**config.mk**
```make
export PLATFORM = sky130hd
export DESIGN_NAME = status_led_blink_pattern_top_flat
export DESIGN_NICKNAME = d
export VERILOG_FILES = /design/src/hw/rtl/sled_pkg.sv /design/src/hw/rtl/sled_req_if.sv /design/src/hw/rtl/sled_rsp_if.sv /design/src/hw/rtl/sled_cfg_if.sv /design/src/hw/rtl/status_led_blink_pattern_top.sv /design/src/flat_wrapper.sv
export SDC_FILE = /design/constraint.sdc
export NUM_CORES = 1
export LEC_CHECK = 0
export BUFFER_PORTS_ARGS = -buffer_cell sky130_fd_sc_hd__buf_2
export CAP_MARGIN = 20
export CORE_MARGIN = 4
export CORE_UTILIZATION = 40
export DETAILED_ROUTE_END_ITERATION = 8
export GPL_TIMING_DRIVEN = 0
export SYNTH_ARGS = -nofsm -noshare
export SYNTH_HDL_FRONTEND = slang
export SYNTH_SLANG_ARGS = --single-unit
export TNS_END_PERCENT = 1
```
**constraint.sdc**
```tcl
create_clock -name clk -period 8.7 [get_ports clk]
set_input_delay 0.87 -clock clk [delete_from_list [all_inputs] [get_ports clk]]
set_output_delay 0.87 -clock clk [all_outputs]
set_load 0.02 [all_outputs]
```
**src/hw/rtl/sled_pkg.sv**
```systemverilog
package sled_pkg;

    // Mode codes, shared by the request and response channels
    localparam int MODE_W = 3;

    typedef enum logic [MODE_W-1:0] {
        MODE_OFF         = 3'd0,
        MODE_STARTUP     = 3'd1,
        MODE_UNSUPPORTED = 3'd2,
        MODE_BOTDETECT   = 3'd3,
        MODE_READWRITE   = 3'd4,
        MODE_ERROR       = 3'd5
    } mode_t;

    // Request kinds
    localparam logic REQ_TICK     = 1'b0;
    localparam logic REQ_SET_MODE = 1'b1;

    // Configuration register file
    localparam int CFG_COUNT = 8;
    localparam int CFG_IDX_W = 3;

    localparam logic [CFG_IDX_W-1:0] CFG_UNSUPPORTED_BLINK = 3'd0;
    localparam logic [CFG_IDX_W-1:0] CFG_BOTDETECT_ON      = 3'd1;
    localparam logic [CFG_IDX_W-1:0] CFG_BOTDETECT_OFF     = 3'd2;
    localparam logic [CFG_IDX_W-1:0] CFG_READWRITE_ON      = 3'd3;
    localparam logic [CFG_IDX_W-1:0] CFG_READWRITE_OFF     = 3'd4;
    localparam logic [CFG_IDX_W-1:0] CFG_ERROR_BLINK       = 3'd5;
    localparam logic [CFG_IDX_W-1:0] CFG_STARTUP_DELAY     = 3'd6;
    localparam logic [CFG_IDX_W-1:0] CFG_READWRITE_FLASH   = 3'd7;

    typedef int unsigned cfg_reset_t [CFG_COUNT];

    localparam cfg_reset_t CFG_RESET = '{500, 100, 900, 20, 20, 100, 200, 0};

    // Phase counter and burst bookkeeping
    localparam int CNT_W   = 32;
    localparam int BURST_W = 2;

    localparam logic [BURST_W-1:0] BURST_SINGLE = 2'd1;
    localparam logic [BURST_W-1:0] BURST_DOUBLE = 2'd2;

endpackage

```
**src/hw/rtl/sled_req_if.sv**
```systemverilog
interface sled_req_if #(
    parameter int TIME_WIDTH = 32
);
    import sled_pkg::*;

    logic                  valid;
    logic                  ready;
    logic                  req_type;
    logic [MODE_W-1:0]     new_mode;
    logic [TIME_WIDTH-1:0] now_ms;

    modport source (
        output valid,
        output req_type,
        output new_mode,
        output now_ms,
        input  ready
    );

    modport sink (
        input  valid,
        input  req_type,
        input  new_mode,
        input  now_ms,
        output ready
    );

endinterface

```
**src/hw/rtl/sled_rsp_if.sv**
```systemverilog
interface sled_rsp_if;
    import sled_pkg::*;

    logic              valid;
    logic              ready;
    logic              led_on;
    logic [MODE_W-1:0] mode;

    modport source (
        output valid,
        output led_on,
        output mode,
        input  ready
    );

    modport sink (
        input  valid,
        input  led_on,
        input  mode,
        output ready
    );

endinterface

```
**src/hw/rtl/sled_cfg_if.sv**
```systemverilog
interface sled_cfg_if #(
    parameter int DURATION_WIDTH = 16
);
    import sled_pkg::*;

    logic                      valid;
    logic                      ready;
    logic [CFG_IDX_W-1:0]      index;
    logic [DURATION_WIDTH-1:0] data;

    modport source (
        output valid,
        output index,
        output data,
        input  ready
    );

    modport sink (
        input  valid,
        input  index,
        input  data,
        output ready
    );

endinterface

```
**src/hw/rtl/status_led_blink_pattern_top.sv**
```systemverilog
// Fault LED blink-pattern generator.
//
// req  : one beat per item, either a 1 ms tick or a set-mode request, both
//        carrying the current system time now_ms.
// rsp  : one beat per accepted req beat, in order: LED level and mode after it.
// cfg  : register writes (index 0..7, duration in ms), always ready. Write
//        only while no item is in flight.
//
// Path: a req beat is taken into the input register, then into the state
// registers that drive rsp once rsp is free. Throughput is one item per cycle
// while rsp is not held: the item sits in an input register, and the
// mode/counter update is a single pass of compares and a 32-bit increment
// into the state registers, which also hold the rsp payload.
//
// Reset: mode is startup with the LED lit, configuration registers take
// their default durations. No clearing pass is needed.
// Stall: while rsp is held, the state freezes; one more req beat is taken
// into the input register, then req.ready drops until rsp moves.
module status_led_blink_pattern_top #(
    parameter int TIME_WIDTH     = 32,
    parameter int DURATION_WIDTH = 16
) (
    input  logic        clk,
    input  logic        rst_n,
    sled_req_if.sink    req,
    sled_rsp_if.source  rsp,
    sled_cfg_if.sink    cfg
);
    import sled_pkg::*;

    localparam int TW = TIME_WIDTH;
    localparam int DW = DURATION_WIDTH;
    localparam int SW = (TW > DW) ? TW : DW;

    // Input register
    logic              s1_valid_reg;
    logic              s1_type_reg;
    logic [MODE_W-1:0] s1_mode_reg;
    logic [TW-1:0]     s1_now_reg;

    // Output valid
    logic              rsp_valid_reg;

    // Configuration registers
    logic [DW-1:0]     cfg_reg [CFG_COUNT];

    // Blink state
    mode_t             mode_reg,     mode_next;
    logic [CNT_W-1:0]  cnt_reg,      cnt_next;
    logic [BURST_W-1:0] blinks_reg,  blinks_next;
    logic              lit_reg,      lit_next;
    logic              led_reg,      led_next;
    logic [DW-1:0]     on_ms_reg,    on_ms_next;
    logic [DW-1:0]     off_ms_reg,   off_ms_next;
    logic [BURST_W-1:0] burst_reg,   burst_next;
    logic [TW-1:0]     flash_end_reg, flash_end_next;

    logic              advance;
    logic              rw_enabled;
    logic              startup_done;
    logic [TW-1:0]     flash_diff;
    logic              flash_expired;
    logic              use_on_limit;
    logic [DW-1:0]     phase_limit;
    logic              phase_hit;

    // Handshake: output register frees when empty or taken
    assign advance   = !rsp_valid_reg || rsp.ready;
    assign req.ready = !s1_valid_reg || advance;
    assign cfg.ready = 1'b1;

    assign rsp.valid  = rsp_valid_reg;
    assign rsp.led_on = led_reg;
    assign rsp.mode   = mode_reg;

    // Capture the incoming beat
    always_ff @(posedge clk or negedge rst_n)
    begin
        if (!rst_n)
        begin
            s1_valid_reg  <= 1'b0;
            rsp_valid_reg <= 1'b0;
        end
        else
        begin
            if (req.ready)
            begin
                s1_valid_reg <= req.valid;
            end
            if (advance)
            begin
                rsp_valid_reg <= s1_valid_reg;
            end
        end
    end

    always_ff @(posedge clk)
    begin
        if (req.valid && req.ready)
        begin
            s1_type_reg <= req.req_type;
            s1_mode_reg <= req.new_mode;
            s1_now_reg  <= req.now_ms;
        end
    end

    // Write configuration registers
    always_ff @(posedge clk or negedge rst_n)
    begin
        if (!rst_n)
        begin
            for (int i = 0; i < CFG_COUNT; i++)
            begin
                cfg_reg[i] <= DW'(CFG_RESET[i]);
            end
        end
        else if (cfg.valid && cfg.ready)
        begin
            cfg_reg[cfg.index] <= cfg.data;
        end
    end

    // Time compares
    assign rw_enabled    = (cfg_reg[CFG_READWRITE_FLASH] != '0);
    assign startup_done  = (SW'(s1_now_reg) >= SW'(cfg_reg[CFG_STARTUP_DELAY]));
    assign flash_diff    = s1_now_reg - flash_end_reg;
    assign flash_expired = rw_enabled && (mode_reg == MODE_READWRITE)
                           && (flash_diff != '0) && !flash_diff[TW-1];

    // Pick the phase limit: on-time while lit and for the in-burst gap
    assign use_on_limit = lit_reg || (blinks_reg < burst_reg);
    assign phase_limit  = use_on_limit ? on_ms_reg : off_ms_reg;
    assign phase_hit    = (cnt_reg >= CNT_W'(phase_limit));

    // Next blink state for the item in the input register
    always_comb
    begin
        mode_next      = mode_reg;
        cnt_next       = cnt_reg;
        blinks_next    = blinks_reg;
        lit_next       = lit_reg;
        led_next       = led_reg;
        on_ms_next     = on_ms_reg;
        off_ms_next    = off_ms_reg;
        burst_next     = burst_reg;
        flash_end_next = flash_end_reg;

        if (s1_type_reg == REQ_SET_MODE)
        begin
            case (s1_mode_reg)
                MODE_OFF:
                begin
                    mode_next   = MODE_OFF;
                    cnt_next    = '1;
                    blinks_next = '0;
                    lit_next    = 1'b0;
                    led_next    = 1'b0;
                end
                MODE_UNSUPPORTED:
                begin
                    mode_next   = MODE_UNSUPPORTED;
                    on_ms_next  = cfg_reg[CFG_UNSUPPORTED_BLINK];
                    off_ms_next = cfg_reg[CFG_UNSUPPORTED_BLINK];
                    burst_next  = BURST_SINGLE;
                end
                MODE_BOTDETECT:
                begin
                    mode_next   = MODE_BOTDETECT;
                    on_ms_next  = cfg_reg[CFG_BOTDETECT_ON];
                    off_ms_next = cfg_reg[CFG_BOTDETECT_OFF];
                    burst_next  = BURST_DOUBLE;
                end
                MODE_READWRITE:
                begin
                    // Flash only from off and only when enabled
                    if (rw_enabled && (mode_reg == MODE_OFF))
                    begin
                        mode_next      = MODE_READWRITE;
                        on_ms_next     = cfg_reg[CFG_READWRITE_ON];
                        off_ms_next    = cfg_reg[CFG_READWRITE_OFF];
                        burst_next     = BURST_SINGLE;
                        flash_end_next = s1_now_reg + TW'(cfg_reg[CFG_READWRITE_FLASH]);
                    end
                end
                default:
                begin
                    // Startup keeps its code; error and unknown codes become error
                    mode_next   = (s1_mode_reg == MODE_STARTUP) ? MODE_STARTUP : MODE_ERROR;
                    on_ms_next  = cfg_reg[CFG_ERROR_BLINK];
                    off_ms_next = cfg_reg[CFG_ERROR_BLINK];
                    burst_next  = BURST_SINGLE;
                end
            endcase
        end
        else if (mode_reg == MODE_OFF)
        begin
            // Hold: nothing moves while off
        end
        else if ((mode_reg == MODE_STARTUP && startup_done) || flash_expired)
        begin
            mode_next   = MODE_OFF;
            cnt_next    = '1;
            blinks_next = '0;
            lit_next    = 1'b0;
            led_next    = 1'b0;
        end
        else if (mode_reg == MODE_STARTUP)
        begin
            // Hold startup lighting until the delay passes
        end
        else if (!phase_hit)
        begin
            cnt_next = cnt_reg + 1'b1;
        end
        else if (lit_reg)
        begin
            // End of an on phase
            blinks_next = blinks_reg + 1'b1;
            cnt_next    = '0;
            lit_next    = 1'b0;
            led_next    = 1'b0;
        end
        else
        begin
            // End of a gap or of the off time after a burst
            if (blinks_reg >= burst_reg)
            begin
                blinks_next = '0;
            end
            cnt_next = '0;
            lit_next = 1'b1;
            led_next = 1'b1;
        end
    end

    // Advance the blink state as the item moves to the output
    always_ff @(posedge clk or negedge rst_n)
    begin
        if (!rst_n)
        begin
            mode_reg      <= MODE_STARTUP;
            cnt_reg       <= '0;
            blinks_reg    <= '0;
            lit_reg       <= 1'b0;
            led_reg       <= 1'b1;
            on_ms_reg     <= '0;
            off_ms_reg    <= '0;
            burst_reg     <= '0;
            flash_end_reg <= '0;
        end
        else if (advance && s1_valid_reg)
        begin
            mode_reg      <= mode_next;
            cnt_reg       <= cnt_next;
            blinks_reg    <= blinks_next;
            lit_reg       <= lit_next;
            led_reg       <= led_next;
            on_ms_reg     <= on_ms_next;
            off_ms_reg    <= off_ms_next;
            burst_reg     <= burst_next;
            flash_end_reg <= flash_end_next;
        end
    end

endmodule

```
**src/flat_wrapper.sv**
```systemverilog
// flat-port wrapper written by rule: the top's interface ports become plain ports
module status_led_blink_pattern_top_flat import sled_pkg::*;
#(
    parameter int TIME_WIDTH     = 32,
    parameter int DURATION_WIDTH = 16
)
  (clk, rst_n, req_valid, req_req_type, req_new_mode, req_now_ms, req_ready, rsp_valid, rsp_led_on, rsp_mode, rsp_ready, cfg_valid, cfg_index, cfg_data, cfg_ready);
  sled_req_if #(.TIME_WIDTH(TIME_WIDTH)) req_i ();
  sled_rsp_if rsp_i ();
  sled_cfg_if #(.DURATION_WIDTH(DURATION_WIDTH)) cfg_i ();
  input  logic clk;
  input  logic rst_n;
  input wire logic [$bits(req_i.valid)-1:0] req_valid;
  input wire logic [$bits(req_i.req_type)-1:0] req_req_type;
  input wire logic [$bits(req_i.new_mode)-1:0] req_new_mode;
  input wire logic [$bits(req_i.now_ms)-1:0] req_now_ms;
  output wire logic [$bits(req_i.ready)-1:0] req_ready;
  output wire logic [$bits(rsp_i.valid)-1:0] rsp_valid;
  output wire logic [$bits(rsp_i.led_on)-1:0] rsp_led_on;
  output wire logic [$bits(rsp_i.mode)-1:0] rsp_mode;
  input wire logic [$bits(rsp_i.ready)-1:0] rsp_ready;
  input wire logic [$bits(cfg_i.valid)-1:0] cfg_valid;
  input wire logic [$bits(cfg_i.index)-1:0] cfg_index;
  input wire logic [$bits(cfg_i.data)-1:0] cfg_data;
  output wire logic [$bits(cfg_i.ready)-1:0] cfg_ready;
  assign req_i.valid = req_valid;
  assign req_i.req_type = req_req_type;
  assign req_i.new_mode = req_new_mode;
  assign req_i.now_ms = req_now_ms;
  assign req_ready = req_i.ready;
  assign rsp_valid = rsp_i.valid;
  assign rsp_led_on = rsp_i.led_on;
  assign rsp_mode = rsp_i.mode;
  assign rsp_i.ready = rsp_ready;
  assign cfg_i.valid = cfg_valid;
  assign cfg_i.index = cfg_index;
  assign cfg_i.data = cfg_data;
  assign cfg_ready = cfg_i.ready;
  status_led_blink_pattern_top #(.TIME_WIDTH(TIME_WIDTH), .DURATION_WIDTH(DURATION_WIDTH)) u_core (.clk(clk), .rst_n(rst_n), .req(req_i), .rsp(rsp_i), .cfg(cfg_i));
endmodule
```
# Yosys cells after proc, flatten, opt, wreduce, memory -nomap -nowiden
# Index checks and enable logic that the tools add are counted.
# op_classes
mux	37
n_lt_le_gt_ge	6
shifts	0
reduce_logical	28
div	0
add_sub_neg	4
n_eq_ne	11
n_bitwise	2
n_mul	0
# ops
cell	count
$mux W32	6
$bwmux W128	1
$pmux W16 S4	2
$ge A32 B16 Y1	2
$mux W16	4
$demux W16 S3	1
$add A32 B1 Y32 const B	1
$add A32 B16 Y32	1
$reduce_bool A32 Y1	1
$sub A32 B32 Y32	1
$mux W2	9
$reduce_and A4 Y1	4
$reduce_bool A16 Y1	1
$mux W3	5
$pmux W3 S4	1
$logic_and A1 B1 Y1	8
$mux W1	7
$eq A3 B1 Y1 const B	2
$eq A3 B2 Y1 const B	2
$eq A3 B3 Y1 const B	2
$logic_not A3 Y1	2
$pmux W2 S3	1
$reduce_and A6 Y1	1
$reduce_and A5 Y1	1
16 further kinds	22
# totals
word_cells	110
ramBits	0
latch_bits	0
register_bits	271
n_memories	0
mem_bits_ro	0
in_bits	60

# Longest topological paths before layout
# Gate-level depths: netlist of the first run.
# logic_depth
word_depth	9
ltp_mapped	19
depth_no_buf	18

# Least setup slack after synthesis of the first run
# No wires, ideal clock.
# synth_timing
path_kind	register -> register
start	register u_core.blinks_reg[1]
end	register u_core.blinks_reg[0]
arrival_time_ps	3634
stages_incl_launch_ff	18
slack_ps	4999
path_cell_list	dfrtp_1 -> ha_1 -> a21oi_1 -> nor2_1 -> clkbuf_1 -> mux2i_1 -> ha_1 -> a21o_1 -> nand2_1 -> o21ai_0 -> nor4_1 -> o21ai_0 -> a21oi_1 -> o21a_1 -> clkbuf_1 -> a211oi_1 -> o21ai_0 -> a32o_1
# synth_via
elab_chain_cells	6
elab_cells_between_ends	8
# synth_lines
item	line	source
start: declaration	status_led_blink_pattern_top.sv:50	logic [BURST_W-1:0] blinks_reg, blinks_next;
start signal: assignment	status_led_blink_pattern_top.sv:255	blinks_reg <= blinks_next;
$lt A2 B2 Y1	status_led_blink_pattern_top.sv:131	assign use_on_limit = lit_reg || (blinks_reg < burst_reg);
$logic_or A1 B1 Y1	status_led_blink_pattern_top.sv:131	
$mux W16	status_led_blink_pattern_top.sv:132	assign phase_limit = use_on_limit ? on_ms_reg : off_ms_reg;
$ge A32 B16 Y1	status_led_blink_pattern_top.sv:133	assign phase_hit = (cnt_reg >= CNT_W'(phase_limit));
$reduce_bool A3 Y1 (no source line)	-	
$reduce_and A6 Y1 (no source line) (*)	-	
# Mark *: on every way between the ends. The rest lies on a longest branch, timed or not.
# A chain may end at the register's enable or synchronous reset.

# Worst setup path after layout of the first run
# layout_timing
start	register u_core.blinks_reg[1]
end	register u_core.led_reg, in the netlist u_core.rsp.led_on
# layout_via
elab_chain_cells	6
# layout_lines
item	line	source
$lt A2 B2 Y1	status_led_blink_pattern_top.sv:131	
$logic_or A1 B1 Y1	status_led_blink_pattern_top.sv:131	
$mux W16	status_led_blink_pattern_top.sv:132	
$ge A32 B16 Y1	status_led_blink_pattern_top.sv:133	
$reduce_bool A3 Y1 (no source line)	-	
$reduce_and A5 Y1 (no source line)	-	
end signal: assignment	status_led_blink_pattern_top.sv:257	led_reg <= led_next;
end: declaration	status_led_blink_pattern_top.sv:52	logic led_reg, led_next;
# Every way passes these cells.

==> metrics.md, run 1 <==
| Metric | Value |
|---|---|
| Post-route setup TNS | 0 ns |
| Total global-route track usage | 19.0% |
| Worst-path maximum fanout | 10 |
| Post-synthesis sequential area ratio | approximately 47% |
| Crit path capture type | register |
| Number of DRC markers in iteration 0 | around 720 |
| Final Skew | between 0.01 and 0.015 ns |
| Grt total ovfl | 0 |
| Synth Net Count | about 1500 |
| Final Hold Fails | 0 |
| Arrival time at the worst endpoint | between 5 and 6 ns |
| Max_cap viols | 0 |
| Power per Cell Area | just over 300 mW/mm2 |
| Hpwl dp | between 20000 and 30000 um |
| Core Box Area | 0.0367 mm2 |
| Share of cells above drive strength 1 | approximately 20% |
| DR WL/cell | just under 20 um |
| Leakage power | 7.19 nW |
| R2r setup slk | about 3.6 ns |
| Final setup fails | 0 |
| Mapped Cells | between 1000 and 1500 |
| Antenna Nets Post-Route | 0 |
| Die Wd | between 200 and 250 um |
| Status | finished, final reports clean |
| Worst EP required | about 9.2 ns |
| CP Class | register to register |
| Initial core utilization | between 40% and 50% |
| Ports | 67 |
| Worst-Margin Slew | 0.971 ns |
| Crit path max-delay family | compound AO/OA/AOI/OAI gates |
| First-pass GRT wire length | 63200 um |
| N_diodes | 0 |
| Worst rel slew slack | 35.3% |
| Clock Tree Root | clkbuf_16 |
| Number of global-route vias before repair | 11100 |
| DRC | 0 |
| Non-filler instance count after layout | 1994 |
| Post-DR vias/cell | 5.66 |
| Synthesis-to-layout area growth | 14.3% |
| Die Ht | 201 um |
| YS warnings | 0 |
| Final wirelength | 38900 um |
| Max reg flops | 128 |
| Synth cell types | 77 |
| Seq. cell area | about 0.007 mm2 |
| Number of setup buffers added after CTS | 0 |
| Predominant post-synthesis flop cell | dfrtp_1 |
| Max VDD drop | between 0.00015 and 0.0002 V |
| EDFF count, synth | 36 |
| Placed cell areas | between 0.015 and 0.02 mm2 |
| Fillers | ~3400 |
| Yosys reg bits | between 200 and 300 |
| Largest net degree at the start of global routing | 114 |
| Hold buffer count at cts | 0 |
| DIE AREA | 0.0405 mm2 |
| CTS H-tree depth | 1 |
| Worst Path Buf+Inv | 1 |
| Clock transition at path regs | approximately 0.060 ns |
| Worst min path class | primary input to async pin |
| Mapped Area | 0.0149 mm2 |
| Async SR Flop Fraction | 86.7% |
| CTS Buffer Depth | 3 |
| Cts bufs inserted | 31 |
| PortBufs | 61 |
| Fmax | a little under 0.2 GHz |
| Post-CTS resize count | 0 |
| Initial antenna violation count | 0 |
| Sink Count | about 270 |
| DRT Pass-1 Iters | 5 |
| Cell breakdown of the critical path | ha_1 > a21oi_1 > nor2_1 > clkbuf_1 > mux2i_1 > ha_1 > o2111ai_1 > o21ai_0 > nor4_1 > o21ai_0 > a21oi_1 > o21ai_1 > nand2_1 > nor4_1 > a21o_1 |
| Inst Count DP | 1935 |
| Final net count | 1645 |
| Multi-input gate area | approximately 0.0074 mm2 |
| Final period util | 58.3% |
| Via count | 11300 |
| Critical path's largest stage delay | around 0.72 ns |
| Post-synth top area share | 35.2% |
| # rows | 70 |
| TritonCTS clock tree | built |
| Post-Layout Inst Area | 0.0171 mm2 |
| Ranking of synthesized cells by area | dfrtp_1, mux2_2, edfxtp_1 |
| Startpoint types | register |
| Worst skew pair latency | about 0.59 ns |
| Post-layout min period | 5.07 ns |
| Syn_area_per_cell | approximately 11 um2 |
| GPL Wtd Cong | slightly above 0.9 |
| Slowest CP cell | nor2_1 |
| Yosys top cell by area | dfrtp_1 |
| Final Max Slew Viols | 0 |
| RSZ-0062 raised after global routing | false |
[Yosys cell counts (5+ instances only)]
library cell / count
nor2b_1: 11
buf_2: 7
and4_1: 5
o2111ai_1: 7
a21o_1: 31
nand3_1: 20
ha_1: 82
and2_1: 8
a22o_1: 17
nor3_1: 17
o21ai_0: 60
o22a_1: 9
xnor2_1: 24
nand4_1: 15
nand2b_1: 22
mux2i_1: 20
nand2_1: 79
nor2_1: 101
a221oi_1: 32
or3_1: 8
inv_1: 65
xor2_1: 18
a211oi_1: 11
a21oi_1: 104
nor3b_1: 9
o21a_1: 34
o31ai_1: 5
dfrtp_1: 210
a31oi_1: 12
nor4_1: 14
clkbuf_1: 51
mux2_2: 134
dfstp_2: 25
edfxtp_1: 36
and3_1: 20
[worst paths after layout]
check                                                      from                              endpoint  cells past startpoint
min                                                       rst_n        u_core.cnt_reg[28]$_DFFE_PN0P_                      1
max in group asynchronous                                 rst_n        u_core.cfg_reg[88]$_DFFE_PN1P_                      3
max                            u_core.blinks_reg[1]$_DFFE_PN0P_         u_core.rsp.led_on$_DFFE_PN1P_                     15
min in group clk                                 req_now_ms[30]       u_core.s1_now_reg[30]$_DFFE_PP_                      1
max reg2reg                    u_core.blinks_reg[1]$_DFFE_PN0P_         u_core.rsp.led_on$_DFFE_PN1P_                     15
min reg2reg                u_core.flash_end_reg[25]$_DFFE_PN0P_  u_core.flash_end_reg[25]$_DFFE_PN0P_                      2
[cell type report]
type / instances / share of cell area [%]
Buffer: 64 / 1.55
Clock buffer: 42 / 5.32
Clock inverter: 16 / 1.40
Inverter: 65 / 1.43
Multi-Input combinational cell: 1000 / 43.6
Sequential cell: 271 / 40.9
Tap cell: 468 / 3.43
Timing Repair Buffer: 68 / 2.34
[metal layers]
metal  track usage [%]  wire length (um)  up-vias
li1                  -                 -     5375
met1              29.3             19500     5637
met2              29.0             16900      226
met3              2.87              1910       39
met4              3.32               584        0
met5                 0                 0        -
[stage by stage]
step | hold slack [ns] | total power, mW | setup slack, ns | utilization [%]
finish | 0.155 | 5.17 | 3.63 | 46.5
global route | 0.161 | 5.56 | 3.10 | 46.5
CTS | 0.144 | 5.21 | 3.55 | 46.5
detailed placement | 0.471 | 3.73 | 3.55 | 43.4
global placement | 0.465 | 3.68 | 2.55 | 43.1
floorplan | 0.449 | 3.22 | 5.00 | -
[worst register-to-register path, delay by kind of cell, from the launching register on]
family,cells,cell delay [ns]
compound gates,7,1.59
simple gates,4,1.41
buf+inv,1,0.69
fa+ha+maj,2,0.65
flops,1,0.41
mux,1,0.25
[power breakdown]
| part | leakage (nW) | total [mW] | internal [mW] | switching (mW) |
|---|---|---|---|---|
| Combinational | 3.51 | 1.85 | 0.806 | 1.05 |
| Sequential | 3.11 | 1.87 | 1.64 | 0.233 |
| Clock | 0.570 | 1.45 | 0.886 | 0.563 |
[cell families after synthesis]
family / after synthesis / synth area share [%]
AOI/OAI and AO/OA: 375 / 17.2
buffers and inverters: 129 / 3.40
other: 1 / 0.0251
adders and majority gates: 84 / 7.14
DFF: 271 / 46.8
muxes: 154 / 11.4
and+or+nand+nor: 344 / 11.5
xor gates and xnor gates: 42 / 2.46
[cells in the final DEF (no fill, tap or decap), types with 36 or more instances in the layout]
| cell type | n |
|---|---|
| mux2_2 | 134 |
| dfrtp_1 | 210 |
| nor2_1 | 101 |
| edfxtp_1 | 36 |
| ha_1 | 82 |
| nand2_1 | 79 |
| a21oi_1 | 104 |
| clkbuf_1 | 54 |
| buf_2 | 70 |
| o21ai_0 | 60 |
| inv_1 | 65 |
(Power assumes the default switching activity.)
==> inputs of run 2 (changes only) <==
clock period = 4.89 ns   (was 8.7 ns; I/O delays follow)
==> run 2 against run 1 <==
Design area rose by 0.10%. Register-to-register slack got worse by 3.2 ns. Largest cell class unchanged. Clock-buffer cell count did not move. Combinational power rose by 79%.
==> metrics.md, run 2 (synthesized netlist as in run 1, its figures left out) <==
| Metric | Value |
|---|---|
| Worst-Margin Slew | 0.967 ns (was 0.971 ns) |
| Synthesis-to-layout area growth | 14.5% (was 14.3%) |
| Sequential Power Share | 36.1% (was 36.2%) |
| Largest net degree at the start of global routing | 114 (unchanged) |
| GPL Wtd Cong | 0.921 (unchanged) |
| Die Ht | 201 um (unchanged) |
| Hpwl dp | 28500 um (unchanged) |
| Switching part of the total power | 35.7% (was 35.6%) |
| Finished Core Util | 46.6% (was 46.5%) |
| Max reg flops | 128 (unchanged) |
| PortBufs | 61 (unchanged) |
| Sink Count | 271 (unchanged) |
| Hold WS | 0.0740 ns (was 0.155 ns) |
| Worst rel slew slack | 35.5% (was 35.3%) |
| Share of cells above drive strength 1 | 20.2% (was 20.1%) |
| Worst slack, placed | -0.259 ns (was 3.55 ns) |
| Arrival time at the worst endpoint | 5.02 ns (was 5.60 ns) |
| DRC | 0 (unchanged) |
| N_diodes | 0 (unchanged) |
| Final period util | 91.7% (was 58.3%) |
| Worst EP required | 5.42 ns (was 9.23 ns) |
| RSZ-0062 raised after global routing | false (unchanged) |
| DRT Pass-1 Iters | 6 (was 5) |
| Max_cap viols | 0 (unchanged) |
| Initial antenna violation count | 0 (unchanged) |
| Inst Count DP | 1935 (unchanged) |
| Worst Path Buf+Inv | 2 (was 1) |
| Final Max Slew Viols | 0 (unchanged) |
| Via count | 11300 (about the same) |
| DIE AREA | 0.0405 mm2 (unchanged) |
| Logic pwr share | 35.9% (was 35.8%) |
| Worst-path maximum fanout | 10 (unchanged) |
| Crit path max-delay family | compound AO/OA/AOI/OAI gates (unchanged) |
| Final setup fails | 0 (unchanged) |
| Core Box Area | 0.0367 mm2 (unchanged) |
| Clock power frac | 28.0% (about the same) |
| DR WL/cell | 19.5 um (about the same) |
| Most frequent cells in the layout | dfrtp_1, mux2_2, a21oi_1 (unchanged) |
| First-pass GRT wire length | 63200 um (about the same) |
| Post-layout min period | 4.48 ns (was 5.07 ns) |
| Number of DRC markers in iteration 0 | 675 (was 723) |
| Final net count | 1646 (was 1645) |
| Number of global-route vias before repair | 11100 (about the same) |
| Fillers | 3432 (was 3430) |
| # rows | 70 (unchanged) |
| Max VDD drop | 0.000311 V (was 0.000175 V) |
| Final wirelength | 38900 um (about the same) |
| Fmax | 0.223 GHz (was 0.197 GHz) |
| Ports | 67 (unchanged) |
| Leakage power | 7.20 nW (was 7.19 nW) |
| Post-DR vias/cell | 5.67 (was 5.66) |
| CTS Buffer Depth | 3 (unchanged) |
| Seq. cell area | 0.00699 mm2 (unchanged) |
| Cell breakdown of the critical path | ha_1 > a21oi_1 > nor2_2 > clkbuf_2 > mux2i_1 > ha_1 > a21o_1 > nand2_1 > o21ai_0 > nor4_1 > o21ai_0 > a21oi_1 > o21a_1 > clkbuf_1 > nor2_1 > o21ai_0 > a21o_1 (was ha_1 > a21oi_1 > nor2_1 > clkbuf_1 > mux2i_1 > ha_1 > o2111ai_1 > o21ai_0 > nor4_1 > o21ai_0 > a21oi_1 > o21ai_1 > nand2_1 > nor4_1 > a21o_1) |
| Critical path's largest stage delay | 0.46 ns (was 0.72 ns) |
| Cts bufs inserted | 31 (unchanged) |
| TritonCTS clock tree | built (unchanged) |
| Clock transition at path regs | 0.06 ns (about the same) |
| Pwr Total | 9.21 mW (was 5.17 mW) |
| Number of setup buffers added after CTS | 0 (unchanged) |
| Final Hold Fails | 0 (unchanged) |
| Grt total ovfl | 0 (unchanged) |
| Most common cell after layout, fill and taps aside | dfrtp_1 (unchanged) |
| Startpoint types | register (unchanged) |
| Most common cell type on the critical path | o21ai_0 |
| Worst skew pair latency | 0.59 ns (about the same) |
| P_sw | 3.29 mW (was 1.84 mW) |
| Fin worst setup slack | 0.406 ns (was 3.63 ns) |
| Crit path capture type | register (unchanged) |
| Status | finished, final reports clean (unchanged) |
| Internal power | 5.93 mW (was 3.33 mW) |
| Non-filler instance count after layout | 1995 (was 1994) |
| Worst min path class | primary input to register (was primary input to async pin) |
| Final Skew | 0.0122 ns (was 0.0123 ns) |
| Die Wd | 201 um (unchanged) |
| CP Class | register to register (unchanged) |
| Clock Tree Root | clkbuf_16 (unchanged) |
| Antenna Nets Post-Route | 0 (unchanged) |
| Initial core utilization | 40.7% (unchanged) |
| Total global-route track usage | 19.0% (unchanged) |
| Multi-input gate area | 0.00745 mm2 (was 0.00744 mm2) |
| Slowest CP cell | nor2_2 (was nor2_1) |
| CTS H-tree depth | 1 (unchanged) |
| Power per Cell Area | 539 mW/mm2 (was 303 mW/mm2) |
[run 2: metal layers]
metal | up-vias | wire [um] | global-route usage, % | part of all wire [%]
met1 | 5657 | 19400 | 29.3 | 50
met4 | 0 | 586 | 3.32 | 1.5
li1 | 5377 | - | - | -
met2 | 241 | 16900 | 29.0 | 44
met5 | - | 0 | 0 | 0
met3 | 41 | 1940 | 2.87 | 5.0
[run 2: path summary, 6_finish.rpt]
check | start | endpoint | slack [ns] | depth (start not counted)
max | u_core.blinks_reg[1]$_DFFE_PN0P_ | u_core.rsp.led_on$_DFFE_PN1P_ | 0.41 | 17
min in group asynchronous | rst_n | u_core.cnt_reg[28]$_DFFE_PN0P_ | 0.37 | 2
max reg2reg | u_core.blinks_reg[1]$_DFFE_PN0P_ | u_core.rsp.led_on$_DFFE_PN1P_ | 0.41 | 17
max in group asynchronous | rst_n | u_core.cfg_reg[88]$_DFFE_PN1P_ | 3.24 | 4
min reg2reg | u_core.flash_end_reg[25]$_DFFE_PN0P_ | u_core.flash_end_reg[25]$_DFFE_PN0P_ | 0.48 | 2
min | req_now_ms[7] | u_core.s1_now_reg[7]$_DFFE_PP_ | 0.07 | 1
[run 2: stage by stage]
step	setup TNS, ns	area [um2]
floorplan	0	14900
global placement	-179.09	15800
detailed placement	-0.614	15900
CTS	0	17100
global route	0	17100
finish	0	17100
[run 2: power by group through the flow]
stage          Clock (mW)  Combinational (mW)  Sequential, mW
6_report             2.58                3.31            3.33
5_1_grt              2.73                3.74            3.41
4_1_cts              2.64                3.29            3.33
3_5_place_dp            0                3.27            3.36
3_3_place_gp            0                3.20            3.35
2_1_floorplan           0                2.48            3.25
[run 2: final cells by class]
class | count | area share, %
timing repair buffer | 69 | 2.40
tap | 468 | 3.43
sequential | 271 | 40.9
inverter | 65 | 1.43
buffer | 64 | 1.55
clock inverter | 16 | 1.40
clock buffer | 42 | 5.31
multi-input combinational | 1000 | 43.6
[run 2: worst register-to-register path: stages (launching register included)]
cell and delay, ns:
dfrtp_1 0.41, ha_1 0.30, a21oi_1 0.08, nor2_2 0.47
clkbuf_2 0.46, mux2i_1 0.34, ha_1 0.30, a21o_1 0.18
nand2_1 0.05, o21ai_0 0.10, nor4_1 0.18, o21ai_0 0.18
a21oi_1 0.26, o21a_1 0.19, clkbuf_1 0.44, nor2_1 0.07
o21ai_0 0.28, a21o_1 0.16
[run 2: timing repair]
item	CTS	global route
hold buffers	1	0
hold endpoints to repair	35	0
resized for setup	1	4
setup endpoints to repair	4	8
